$ cat src/sv/ssi_pkg.sv
`timescale 1ns / 1ps
// Shared types and constants for the Simpson sample integrator.
// No dependencies; imported by every module of the block.
package ssi_pkg;

    // Field widths fixed by the interface
    localparam int SAMPLE_W  = 32;
    localparam int RANGE_W   = 32;
    localparam int RESULT_W  = 64;
    localparam int CFG_IDX_W = 1;
    localparam int DIFF_W    = RANGE_W + 1;
    localparam int ENDS_W    = SAMPLE_W + 4;

    // Long multiply / divide: 64-bit magnitude times 33-bit magnitude
    localparam int MAG_W     = 64;
    localparam int WORK_W    = MAG_W + DIFF_W;
    localparam int MUL_STEPS = DIFF_W;
    localparam int DIV_STEPS = WORK_W;
    localparam int STEP_W    = 7;

    // Register map
    localparam logic [CFG_IDX_W-1:0] REG_RANGE_START = 1'b0;
    localparam logic [CFG_IDX_W-1:0] REG_RANGE_END   = 1'b1;

    localparam logic signed [RANGE_W-1:0] RANGE_END_RESET = 32'sh0001_0000;

    localparam logic [RESULT_W-1:0] RESULT_MAX = 64'h7FFF_FFFF_FFFF_FFFF;
    localparam logic [RESULT_W-1:0] RESULT_MIN = 64'h8000_0000_0000_0000;

    // Controller to datapath commands
    typedef struct packed {
        logic take;
        logic calc_ends;
        logic calc_sum;
        logic load_abs;
        logic mul_step;
        logic add_half;
        logic div_step;
        logic load_out;
    } ssi_cmd_t;

    // Datapath to controller status
    typedef struct packed {
        logic few;
    } ssi_status_t;

endpackage

$ cat src/sv/ssi_if.sv
`timescale 1ns / 1ps
// Valid/ready channel interfaces for samples in and integrals out.
// Depends on ssi_pkg for field widths.
interface ssi_sample_if
    import ssi_pkg::*;
();
    logic                       valid;
    logic                       ready;
    logic signed [SAMPLE_W-1:0] sample_value;
    logic                       last_sample;

    modport source (output valid, output sample_value, output last_sample, input ready);
    modport sink   (input valid, input sample_value, input last_sample, output ready);
endinterface

interface ssi_result_if
    import ssi_pkg::*;
();
    logic                       valid;
    logic                       ready;
    logic signed [RESULT_W-1:0] integral;
    logic                       too_few_samples;
    logic                       saturated;

    modport source (output valid, output integral, output too_few_samples,
                    output saturated, input ready);
    modport sink   (input valid, input integral, input too_few_samples,
                    input saturated, output ready);
endinterface

$ cat src/sv/ssi_ctrl.sv
`timescale 1ns / 1ps
// Sequencer for the integrator: sample intake, end-of-run finish, result hand-off.
// Depends on ssi_pkg for the command and status structs.
module ssi_ctrl
    import ssi_pkg::*;
(
    input  logic        clk,
    input  logic        rst_n,
    input  logic        in_valid,
    input  logic        in_last,
    output logic        in_ready,
    output logic        out_valid,
    input  logic        out_ready,
    input  ssi_status_t status,
    output ssi_cmd_t    cmd
);

    localparam logic [2:0] ST_IDLE = 3'd0;
    localparam logic [2:0] ST_ENDS = 3'd1;
    localparam logic [2:0] ST_SUM  = 3'd2;
    localparam logic [2:0] ST_ABS  = 3'd3;
    localparam logic [2:0] ST_MUL  = 3'd4;
    localparam logic [2:0] ST_HALF = 3'd5;
    localparam logic [2:0] ST_DIV  = 3'd6;
    localparam logic [2:0] ST_DONE = 3'd7;

    localparam logic [STEP_W-1:0] MUL_LAST = STEP_W'(MUL_STEPS - 1);
    localparam logic [STEP_W-1:0] DIV_LAST = STEP_W'(DIV_STEPS - 1);

    logic [2:0]        state_reg, state_next;
    logic [STEP_W-1:0] step_reg, step_next;
    logic              out_valid_reg, out_valid_next;
    logic              take;
    logic              load_out;

    assign in_ready  = (state_reg == ST_IDLE);
    assign out_valid = out_valid_reg;
    assign take      = in_valid && in_ready;
    assign load_out  = (state_reg == ST_DONE) && (!out_valid_reg || out_ready);

    // Command decode
    always_comb
    begin
        cmd           = '0;
        cmd.take      = take;
        cmd.calc_ends = (state_reg == ST_ENDS);
        cmd.calc_sum  = (state_reg == ST_SUM);
        cmd.load_abs  = (state_reg == ST_ABS);
        cmd.mul_step  = (state_reg == ST_MUL);
        cmd.add_half  = (state_reg == ST_HALF);
        cmd.div_step  = (state_reg == ST_DIV);
        cmd.load_out  = load_out;
    end

    // Next state and step counter
    always_comb
    begin
        state_next = state_reg;
        step_next  = step_reg;
        unique case (state_reg)
            ST_IDLE:
            begin
                if (take && in_last)
                begin
                    state_next = ST_ENDS;
                end
            end
            ST_ENDS: state_next = ST_SUM;
            ST_SUM:  state_next = status.few ? ST_DONE : ST_ABS;
            ST_ABS:
            begin
                state_next = ST_MUL;
                step_next  = '0;
            end
            ST_MUL:
            begin
                step_next = step_reg + 1'b1;
                if (step_reg == MUL_LAST)
                begin
                    state_next = ST_HALF;
                end
            end
            ST_HALF:
            begin
                state_next = ST_DIV;
                step_next  = '0;
            end
            ST_DIV:
            begin
                step_next = step_reg + 1'b1;
                if (step_reg == DIV_LAST)
                begin
                    state_next = ST_DONE;
                end
            end
            ST_DONE:
            begin
                if (load_out)
                begin
                    state_next = ST_IDLE;
                end
            end
            default: state_next = ST_IDLE;
        endcase
    end

    // Output beat holding register
    always_comb
    begin
        out_valid_next = out_valid_reg;
        if (load_out)
        begin
            out_valid_next = 1'b1;
        end
        else if (out_ready)
        begin
            out_valid_next = 1'b0;
        end
    end

    always_ff @(posedge clk or negedge rst_n)
    begin
        if (!rst_n)
        begin
            state_reg     <= ST_IDLE;
            step_reg      <= '0;
            out_valid_reg <= 1'b0;
        end
        else
        begin
            state_reg     <= state_next;
            step_reg      <= step_next;
            out_valid_reg <= out_valid_next;
        end
    end

endmodule

$ cat src/sv/ssi_datapath.sv
`timescale 1ns / 1ps
// Datapath: run state, window accumulator, shift-add multiplier, restoring divider.
// Depends on ssi_pkg; driven by ssi_ctrl commands.
module ssi_datapath
    import ssi_pkg::*;
#(
    parameter int MAX_SAMPLES   = 4096,
    parameter int FRACTION_BITS = 16
)
(
    input  logic                        clk,
    input  logic                        rst_n,
    input  ssi_cmd_t                    cmd,
    output ssi_status_t                 status,
    input  logic signed [SAMPLE_W-1:0]  sample_value,
    input  logic                        cfg_write_en,
    input  logic [CFG_IDX_W-1:0]        cfg_index,
    input  logic [RANGE_W-1:0]          cfg_data,
    output logic signed [RESULT_W-1:0]  integral,
    output logic                        too_few_samples,
    output logic                        saturated
);

    localparam int CNT_W = $clog2(MAX_SAMPLES + 1);
    localparam logic [CNT_W-1:0] CNT_MAX   = CNT_W'(MAX_SAMPLES);
    localparam logic [CNT_W-1:0] CNT_THREE = CNT_W'(3);
    localparam logic [CNT_W-1:0] CNT_TWO   = CNT_W'(2);
    localparam logic [RESULT_W-1:0] FEW_RESULT = ~(RESULT_W'(1) << (FRACTION_BITS - 1)) + 1'b1;

    // Run state
    logic [CNT_W-1:0]           count_reg;
    logic signed [SAMPLE_W-1:0] first_reg  [3];
    logic signed [SAMPLE_W-1:0] recent_reg [3];
    logic signed [RESULT_W-1:0] wsum_reg;
    logic signed [RANGE_W-1:0]  start_reg, end_reg;

    // Finish pipeline
    logic signed [ENDS_W-1:0]   ends_a_reg, ends_b_reg;
    logic [MAG_W-1:0]           div_reg;
    logic                       few_reg;
    logic signed [RESULT_W-1:0] s_reg;
    logic signed [DIFF_W-1:0]   d_reg;
    logic [MAG_W-1:0]           ms_reg;
    logic                       neg_reg;
    logic [WORK_W-1:0]          work_reg;
    logic [MAG_W-1:0]           rem_reg;
    logic [RESULT_W-1:0]        integral_reg;
    logic                       few_out_reg, sat_out_reg;

    logic signed [RESULT_W-1:0] window;
    logic signed [ENDS_W-1:0]   f0, f1, f2, r0, r1, r2;
    logic [DIFF_W-1:0]          md;
    logic [MAG_W:0]             mul_sum;
    logic [MAG_W:0]             div_pre;
    logic                       div_ge;
    logic [MAG_W:0]             div_diff;
    logic                       over;
    logic [RESULT_W-1:0]        result;

    assign status.few      = few_reg;
    assign integral        = integral_reg;
    assign too_few_samples = few_out_reg;
    assign saturated       = sat_out_reg;

    // Window term y[i] + 4*y[i+1] + y[i+2]
    assign window = RESULT_W'(recent_reg[1]) + (RESULT_W'(recent_reg[2]) <<< 2)
                    + RESULT_W'(sample_value);

    // End-correction operands
    assign f0 = ENDS_W'(first_reg[0]);
    assign f1 = ENDS_W'(first_reg[1]);
    assign f2 = ENDS_W'(first_reg[2]);
    assign r0 = ENDS_W'(recent_reg[0]);
    assign r1 = ENDS_W'(recent_reg[1]);
    assign r2 = ENDS_W'(recent_reg[2]);

    assign md = d_reg[DIFF_W-1] ? (~d_reg + 1'b1) : d_reg;

    // One shift-add step: add multiplicand when the low multiplier bit is set
    assign mul_sum = {1'b0, work_reg[WORK_W-1:DIFF_W]}
                     + (work_reg[0] ? {1'b0, ms_reg} : {(MAG_W + 1){1'b0}});

    // One restoring division step
    assign div_pre  = {rem_reg, work_reg[WORK_W-1]};
    assign div_ge   = div_pre >= {1'b0, div_reg};
    assign div_diff = div_pre - {1'b0, div_reg};

    // Saturate the quotient magnitude and apply the sign
    always_comb
    begin
        if (neg_reg)
        begin
            over   = (|work_reg[WORK_W-1:MAG_W]) || (work_reg[MAG_W-1:0] > RESULT_MIN);
            result = over ? RESULT_MIN : (~work_reg[MAG_W-1:0] + 1'b1);
        end
        else
        begin
            over   = |work_reg[WORK_W-1:MAG_W-1];
            result = over ? RESULT_MAX : work_reg[MAG_W-1:0];
        end
    end

    // Config registers and run state
    always_ff @(posedge clk or negedge rst_n)
    begin
        if (!rst_n)
        begin
            start_reg <= '0;
            end_reg   <= RANGE_END_RESET;
            count_reg <= '0;
            wsum_reg  <= '0;
            for (int i = 0; i < 3; i++)
            begin
                first_reg[i]  <= '0;
                recent_reg[i] <= '0;
            end
        end
        else
        begin
            if (cfg_write_en)
            begin
                if (cfg_index == REG_RANGE_START)
                begin
                    start_reg <= cfg_data;
                end
                else if (cfg_index == REG_RANGE_END)
                begin
                    end_reg <= cfg_data;
                end
            end
            if (cmd.take && (count_reg < CNT_MAX))
            begin
                if (count_reg < CNT_THREE)
                begin
                    first_reg[count_reg[1:0]] <= sample_value;
                end
                recent_reg[0] <= recent_reg[1];
                recent_reg[1] <= recent_reg[2];
                recent_reg[2] <= sample_value;
                count_reg     <= count_reg + 1'b1;
                if (count_reg >= CNT_TWO)
                begin
                    wsum_reg <= wsum_reg + window;
                end
            end
            else if (cmd.calc_sum)
            begin
                count_reg <= '0;
                wsum_reg  <= '0;
            end
        end
    end

    // Finish pipeline: end terms, sum, magnitudes, multiply, round, divide, output
    always_ff @(posedge clk)
    begin
        if (cmd.calc_ends)
        begin
            ends_a_reg <= (f0 <<< 2) + f0 + (f1 <<< 3) - f2;
            ends_b_reg <= (r2 <<< 2) + r2 + (r1 <<< 3) - r0;
            div_reg    <= ((MAG_W'(count_reg) << 4) + (MAG_W'(count_reg) << 3))
                          << FRACTION_BITS;
            few_reg    <= count_reg < CNT_THREE;
        end
        if (cmd.calc_sum)
        begin
            s_reg <= RESULT_W'(ends_a_reg) + RESULT_W'(ends_b_reg) + (wsum_reg <<< 2);
            d_reg <= DIFF_W'(end_reg) - DIFF_W'(start_reg);
        end
        if (cmd.load_abs)
        begin
            neg_reg  <= s_reg[RESULT_W-1] ^ d_reg[DIFF_W-1];
            ms_reg   <= s_reg[RESULT_W-1] ? (~s_reg + 1'b1) : s_reg;
            work_reg <= {{MAG_W{1'b0}}, md};
        end
        else if (cmd.mul_step)
        begin
            work_reg <= {mul_sum, work_reg[DIFF_W-1:1]};
        end
        else if (cmd.add_half)
        begin
            work_reg <= work_reg + WORK_W'(div_reg >> 1);
            rem_reg  <= '0;
        end
        else if (cmd.div_step)
        begin
            work_reg <= {work_reg[WORK_W-2:0], div_ge};
            rem_reg  <= div_ge ? div_diff[MAG_W-1:0] : div_pre[MAG_W-1:0];
        end
        if (cmd.load_out)
        begin
            if (few_reg)
            begin
                integral_reg <= FEW_RESULT;
                few_out_reg  <= 1'b1;
                sat_out_reg  <= 1'b0;
            end
            else
            begin
                integral_reg <= result;
                few_out_reg  <= 1'b0;
                sat_out_reg  <= over;
            end
        end
    end

endmodule

$ cat src/sv/simpson_sample_integrator.sv
`timescale 1ns / 1ps
// A sample without the last flag is taken while idle; the next can follow at once.
// A flagged last sample starts the finish: end terms, sum, then for three or more samples
// magnitudes, a 33-step multiply, rounding and a 97-step divide before the result beat.
// No sample is taken during the finish; the result waits in an output register.
// Reset (rst_n low, async) clears the run, sets range 0..1.0 and drops the result beat.
module simpson_sample_integrator
    import ssi_pkg::*;
#(
    parameter int MAX_SAMPLES   = 4096,
    parameter int FRACTION_BITS = 16
)
(
    input  logic                 clk,
    input  logic                 rst_n,
    ssi_sample_if.sink           samples,
    ssi_result_if.source         results,
    input  logic                 cfg_write_en,
    input  logic [CFG_IDX_W-1:0] cfg_index,
    input  logic [RANGE_W-1:0]   cfg_data
);

    ssi_cmd_t    cmd;
    ssi_status_t status;

    // Sequencer
    ssi_ctrl u_ctrl (
        .clk       (clk),
        .rst_n     (rst_n),
        .in_valid  (samples.valid),
        .in_last   (samples.last_sample),
        .in_ready  (samples.ready),
        .out_valid (results.valid),
        .out_ready (results.ready),
        .status    (status),
        .cmd       (cmd)
    );

    // Arithmetic and run state
    ssi_datapath #(
        .MAX_SAMPLES   (MAX_SAMPLES),
        .FRACTION_BITS (FRACTION_BITS)
    ) u_datapath (
        .clk             (clk),
        .rst_n           (rst_n),
        .cmd             (cmd),
        .status          (status),
        .sample_value    (samples.sample_value),
        .cfg_write_en    (cfg_write_en),
        .cfg_index       (cfg_index),
        .cfg_data        (cfg_data),
        .integral        (results.integral),
        .too_few_samples (results.too_few_samples),
        .saturated       (results.saturated)
    );

endmodule

$ cat src/flat_wrapper.sv
// flat-port wrapper written by rule: the top's interface ports become plain ports
module simpson_sample_integrator_flat import ssi_pkg::*;
#(
    parameter int MAX_SAMPLES   = 4096,
    parameter int FRACTION_BITS = 16
)
  (clk, rst_n, cfg_write_en, cfg_index, cfg_data, samples_valid, samples_sample_value, samples_last_sample, samples_ready, results_valid, results_integral, results_too_few_samples, results_saturated, results_ready);
  ssi_sample_if samples_i ();
  ssi_result_if results_i ();
  input  logic clk;
  input  logic rst_n;
  input  logic cfg_write_en;
  input  logic [CFG_IDX_W-1:0] cfg_index;
  input  logic [RANGE_W-1:0] cfg_data;
  input wire logic [$bits(samples_i.valid)-1:0] samples_valid;
  input wire logic [$bits(samples_i.sample_value)-1:0] samples_sample_value;
  input wire logic [$bits(samples_i.last_sample)-1:0] samples_last_sample;
  output wire logic [$bits(samples_i.ready)-1:0] samples_ready;
  output wire logic [$bits(results_i.valid)-1:0] results_valid;
  output wire logic [$bits(results_i.integral)-1:0] results_integral;
  output wire logic [$bits(results_i.too_few_samples)-1:0] results_too_few_samples;
  output wire logic [$bits(results_i.saturated)-1:0] results_saturated;
  input wire logic [$bits(results_i.ready)-1:0] results_ready;
  assign samples_i.valid = samples_valid;
  assign samples_i.sample_value = samples_sample_value;
  assign samples_i.last_sample = samples_last_sample;
  assign samples_ready = samples_i.ready;
  assign results_valid = results_i.valid;
  assign results_integral = results_i.integral;
  assign results_too_few_samples = results_i.too_few_samples;
  assign results_saturated = results_i.saturated;
  assign results_i.ready = results_ready;
  simpson_sample_integrator #(.MAX_SAMPLES(MAX_SAMPLES), .FRACTION_BITS(FRACTION_BITS)) u_core (.clk(clk), .rst_n(rst_n), .samples(samples_i), .results(results_i), .cfg_write_en(cfg_write_en), .cfg_index(cfg_index), .cfg_data(cfg_data));
endmodule
$ cat config.mk
export PLATFORM = sky130hd
export DESIGN_NAME = simpson_sample_integrator_flat
export DESIGN_NICKNAME = d
export VERILOG_FILES = /design/src/sv/ssi_pkg.sv /design/src/sv/ssi_if.sv /design/src/sv/ssi_ctrl.sv /design/src/sv/ssi_datapath.sv /design/src/sv/simpson_sample_integrator.sv /design/src/flat_wrapper.sv
export SDC_FILE = /design/constraint.sdc
export NUM_CORES = 2
export LEC_CHECK = 0
export BUFFER_PORTS_ARGS = -buffer_cell sky130_fd_sc_hd__buf_2
export CORE_MARGIN = 3
export CORE_UTILIZATION = 50
export DETAILED_ROUTE_END_ITERATION = 16
export PLACE_DENSITY = 0.75
export SLEW_MARGIN = 10
export SYNTH_ARGS = -nofsm -noshare
export SYNTH_HDL_FRONTEND = slang
export SYNTH_HIERARCHICAL = 1
export SYNTH_SLANG_ARGS = --single-unit
$ cat constraint.sdc
create_clock -name clk -period 9.7 [get_ports clk]
set_clock_uncertainty 0.05 [all_clocks]
set_input_delay 2.425 -clock clk [delete_from_list [all_inputs] [get_ports clk]]
set_output_delay 2.425 -clock clk [all_outputs]
set_load 0.05 [all_outputs]
# --- After elaboration in Yosys (flattened, before gate mapping) ---
# Cells that the tools add are included.
totals:
  reg_bits: 854
  out_inout_bits: 68
classes:
  reduce_logical: 25
  n_addsub: 21
  n_bitwise: 8
  magnitude_cmp: 7
  eq_ne: 14
  mux: 31
ops:
  columns: ["cell", "n"]
  rows:
  - ["$mux W64", 9]
  - ["$mux W97", 3]
  - ["$add A64 B1 Y64 const B", 2]
  - ["$not A64 Y64", 2]
  - ["$add A97 B63 Y97", 1]
  - ["$bwmux W96", 1]
  - ["$add A35 B35 Y36", 2]
  - ["$sub A36 B32 Y36", 2]
  - ["$add A34 B32 Y35", 2]
  - ["$mux W33", 2]
  - ["$add A64 B64 Y65", 1]
  - ["$ge A65 B64 Y1", 1]
  - ["$add A37 B64 Y64", 1]
  - ["$add A64 B36 Y64", 1]
  - ["$demux W32 S2", 1]
  - ["$gt A64 B64 Y1 const B", 1]
  - ["$sub A64 B64 Y64", 1]
  - ["$mux W63", 1]
  - ["$add A36 B36 Y37", 1]
  - ["$add A35 B32 Y36", 1]
  - ["$add A32 B34 Y35", 1]
  - ["$reduce_or A34 Y1", 1]
  - ["$add A33 B1 Y33 const B", 1]
  - ["$not A33 Y33", 1]
  - ["37 further kinds", 66]

# --- Depth between registers and ports, before layout ---
logic_depth:
  ltp_word: 6
  ltp_mapped: 18
  mapped_depth_nobuf: 18

# --- Cells and area by module ---
# The synthesis kept the hierarchy.
modules_own_cells:
  columns: ["module", "area_per_inst_um2", "cells_per_inst", "instances", "seq_area_each_um2"]
  rows:
  - ["ssi_datapath", 60641.9, 6561, 1, 21967.3]
  - ["ssi_ctrl", 732.0, 82, 1, 275.3]

# --- Least setup slack after synthesis ---
# Ideal clock, no wire load.
synth_timing:
  kind: "input to register"
  from: "input samples_sample_value[31]"
  to: "register u_core.u_datapath.wsum_reg[58]"
  setup_slack_ns: 2.438
  path_buffers: 0
  t_arrival_ns: 7.079
  cell_stages: 16
  path_cell_list: "inv_1 -> fa_1 -> fa_1 -> inv_1 -> ha_1 -> and3_1 -> and2_1 -> nand3_1 -> nor4_1 -> nand2_1 -> o21ai_0 -> a311oi_1 -> nand3b_1 -> o31ai_1 -> xnor2_1 -> o21ai_0"
synth_via:
  elab_chain_cells: 4
synth_rtl:
  columns: ["item", "line", "rtl"]
  rows:
  - ["start: declaration", "flat_wrapper.sv:16", "input wire logic [$bits(samples_i.sample_value)-1:0] samples_sample_value;"]
  - ["$add A35 B32 Y36", "ssi_datapath.sv:67", "+ RESULT_W'(sample_value);"]
  - ["$add A64 B36 Y64", "ssi_datapath.sv:143", "wsum_reg <= wsum_reg + window;"]
  - ["$mux W64", "ssi_datapath.sv:141", "if (count_reg >= CNT_TWO)"]
  - ["$mux W64", "ssi_datapath.sv:131", "if (cmd.take && (count_reg < CNT_MAX))"]
  - ["end signal: assignment", "ssi_datapath.sv:143", null]
  - ["end: declaration", "ssi_datapath.sv:34", "logic signed [RESULT_W-1:0] wsum_reg;"]
# Every way passes these cells. The select of a mux whose other input is x is not followed.
# A chain may end at the register's enable or synchronous reset.

# --- Worst setup path after layout ---
layout_timing:
  from: "input samples_sample_value[2]"
  to: "register u_core.u_datapath.wsum_reg[46]"
# The elaborated chain is that of the path after synthesis.

==> impl_metrics.json <==
{
  "drt_iter0_markers": 3910,
  "grt_use_met3": 0.0344,
  "antenna_found_initial": 1,
  "initial_utilization": 0.508,
  "ios": 139,
  "yosysWarnings": 6,
  "cts_tree": "yes",
  "clock_latency_ns": 0.71,
  "overflow": 0,
  "cts-root-buf": "clkbuf_16",
  "arrival_ns": 7.57,
  "core_mm2": 0.121,
  "clock-sinks": 819,
  "use_met2": 0.376,
  "met1_usage": 0.336,
  "synth_cell_type_count": 95,
  "place.port_buffers": 138,
  "maxSlewHeadroom": 0.164,
  "endpoint_kind": "register",
  "place_inst": 8130,
  "largest_register_ffs": 97,
  "pwr_density_cell_mw_per_mm2": 150,
  "fp-row-count": 127,
  "rsz0062_at_grt": "no",
  "grt_pass1_wl_mm": 247,
  "wl_mm": 151,
  "min_period_ns": 7.07,
  "final_util": 0.552,
  "ir_drop_mv": 0.149,
  "hold_depth": 2,
  "finalSetupViolations": 0,
  "stdcell_count": 8307,
  "final_nets": 7364,
  "grt_max_degree": 159,
  "yosys-top-cells-area": "edfxtp_1, dfrtp_1, fa_1, ha_1, o21ai_0",
  "die_w_um": 356,
  "avgSynthCellArea_um2": 9.24,
  "ys_seq_elements": 819,
  "hp-class": "reg2reg",
  "yosysTopAreaCell": "edfxtp_1",
  "fmax_mhz": 141,
  "criticalPathCategory": "in2reg",
  "yosysTopAreaCellShare": 0.202,
  "ys.flop_type": "edfxtp_1",
  "syn_nets": 7394,
  "worstMarginPinSlew_ns": 1.25,
  "cellLeakagePower_nw": 29.1,
  "synthArstFlopShare": 0.418,
  "synth_area_mm2": 0.0614,
  "maxCapViolCount": 0,
  "final_area_mm2": 0.0667,
  "holdBufCountCts": 0,
  "routabilityCongestion": 0.960,
  "run_status": "finished, final reports clean",
  "viasPerCell": 5.84,
  "reg2regPathDepth": 17,
  "seq_area_frac_synth": 0.362,
  "syn_to_final_growth_pct": 8.70,
  "dp_hpwl_mm": 113,
  "path_max_fanout": 5,
  "synth-edff-count": 413,
  "tns_ns": 0,
  "cts-buffers-inserted": 93,
  "ctsResizeCount": 0,
  "die_h_um": 356,
  "synthCells": 6643,
  "dieArea_mm2": 0.127,
  "cts_htree_levels": 3,
  "grt_pass1_vias": 46900,
  "postCtsSetupBuffers": 0,
  "firstDrtPassIters": 6,
  "final_antenna_net_count": 0,
  "cts.path.max_buffers": 3,
  "grt_use_total": 0.237,
  "vias": 48500,
  "clk_pin_slew_ns": 0.06,
  "period_share": 0.729,
  "wire_per_inst_um": 18.2,
  "slew_viol_final": 0,
  "finalHoldViolCount": 0,
  "critPathLaunchType": "input pin",
  "worstPathRequired_ns": 10.20,
  "placedInstanceArea_mm2": 0.0633,
  "busiest_layer": "met2",
  "drive_above_1_share": 0.0663,
  "drc_errors": 0
}
## cell usage in the layout, fill, tap and decap left out, types with 28 or more instances in the layout
cell         n
a31oi_1     56
and3_1      42
dfrtp_1    341
o311ai_0    34
inv_1      700
edfxtp_1   413
o21a_1      30
a221oi_1    28
a21oi_1    488
o21bai_1    58
nand4_1     74
o22ai_1     29
nand2_1    617
and2_1      86
a21o_1     213
a211oi_1    45
ha_1       366
clkbuf_16  100
buf_2      137
nor2_1     325
or3_1       59
o31ai_1     56
nor2b_1     67
mux2_2      44
o21ai_0    616
buf_4       44
dfxtp_1     64
nand3_1    183
fa_1       314
xor2_1     146
nor4_1      46
xnor2_1    277
nor3_1     120
nand2b_1    60
## worst paths after layout
kind,endpoint,slack (ns),start
min in group asynchronous,u_core/u_datapath/r2[5]$_DFFE_PN0P_,1.79,rst_n
max,u_core/u_datapath/wsum_reg[46]$_DFFE_PN0P_,2.63,samples_sample_value[2]
max reg2reg,u_core/u_datapath/wsum_reg[58]$_DFFE_PN0P_,3.96,u_core/u_datapath/r1[31]$_DFFE_PN0P_
max in group asynchronous,u_core/u_datapath/start_reg[30]$_DFFE_PN0P_,6.40,rst_n
min reg2reg,u_core/u_datapath/f2[7]$_DFFE_PN0P_,0.43,u_core/u_datapath/f2[7]$_DFFE_PN0P_
min,u_core/u_datapath/f2[7]$_DFFE_PN0P_,0.43,u_core/u_datapath/f2[7]$_DFFE_PN0P_
## power breakdown
part / switching, mW / leakage [nW] / total, mW / internal (mW)
Sequential: 0.404 / 8.57 / 4.26 / 3.85
Clock: 1.52 / 1.63 / 3.81 / 2.29
Combinational: 1.16 / 18.9 / 1.97 / 0.807
Total: 3.09 / 29.1 / 10.0 / 6.95
## stage by stage
step / worst slack (ns) / power, mW / hold WS [ns]
2_1_floorplan: 2.44 / 5.66 / 0.400
3_3_place_gp: 2.03 / 6.18 / 0.410
3_5_place_dp: 1.99 / 6.22 / 0.420
4_1_cts: 2.76 / 10.0 / 0.432
5_1_grt: 2.39 / 10.5 / 0.449
6_report: 2.63 / 10.0 / 0.428
## critical path, stage by stage
cell	delay, ns
buf_2	0.09
inv_1	0.08
fa_1	0.52
fa_1	0.53
inv_1	0.04
ha_1	0.20
inv_1	0.08
fa_1	0.22
nor2b_1	0.08
o31a_1	0.26
o41a_1	0.45
a221o_1	0.45
a21oi_1	0.58
o21ai_0	0.36
a21oi_1	0.57
o41ai_1	0.17
a21oi_1	0.21
xor2_1	0.15
o21ai_0	0.09
## final cells by class
class | instances | area, µm²
fill | 10500 | 54200
multi-input combinational | 4813 | 35400
sequential | 819 | 22200
clock buffer | 131 | 2740
inverter | 703 | 2640
tap | 1612 | 2020
timing repair buffer | 183 | 1050
clock inverter | 44 | 633
antenna | 2 | 5.00
## logic make-up (layout without fill, tap and decap cells)
| kind of cell | Yosys count | count (layout) | share of synthesized area |
|---|---|---|---|
| buffers and inverters | 1011 | 1061 | 0.0625 |
| AO/OA/AOI/OAI | 1866 | 1866 | 0.187 |
| other | 0 | 2 | 0 |
| flip-flops | 819 | 819 | 0.362 |
| multiplexers | 62 | 62 | 0.0112 |
| XOR/XNOR | 423 | 423 | 0.0604 |
| AND/OR/NAND/NOR | 1782 | 1782 | 0.139 |
| adder cells (fa/ha/maj) | 680 | 680 | 0.177 |
## Yosys cell counts (all sizes together) (213+ instances only)
library cell	number
inv	702
nand2	622
o21ai	620
a21oi	488
edfxtp	413
ha	366
dfrtp	341
nor2	328
fa	314
xnor2	277
clkbuf	273
a21o	213
## layer usage
metal	vias to the layer above	wire length (µm)
met1	23200	67700
met2	1747	68700
met4	0	4340
met3	273	10400
li1	23200	-
met5	-	0
Note: power is estimated with default switching activity, not from simulation.
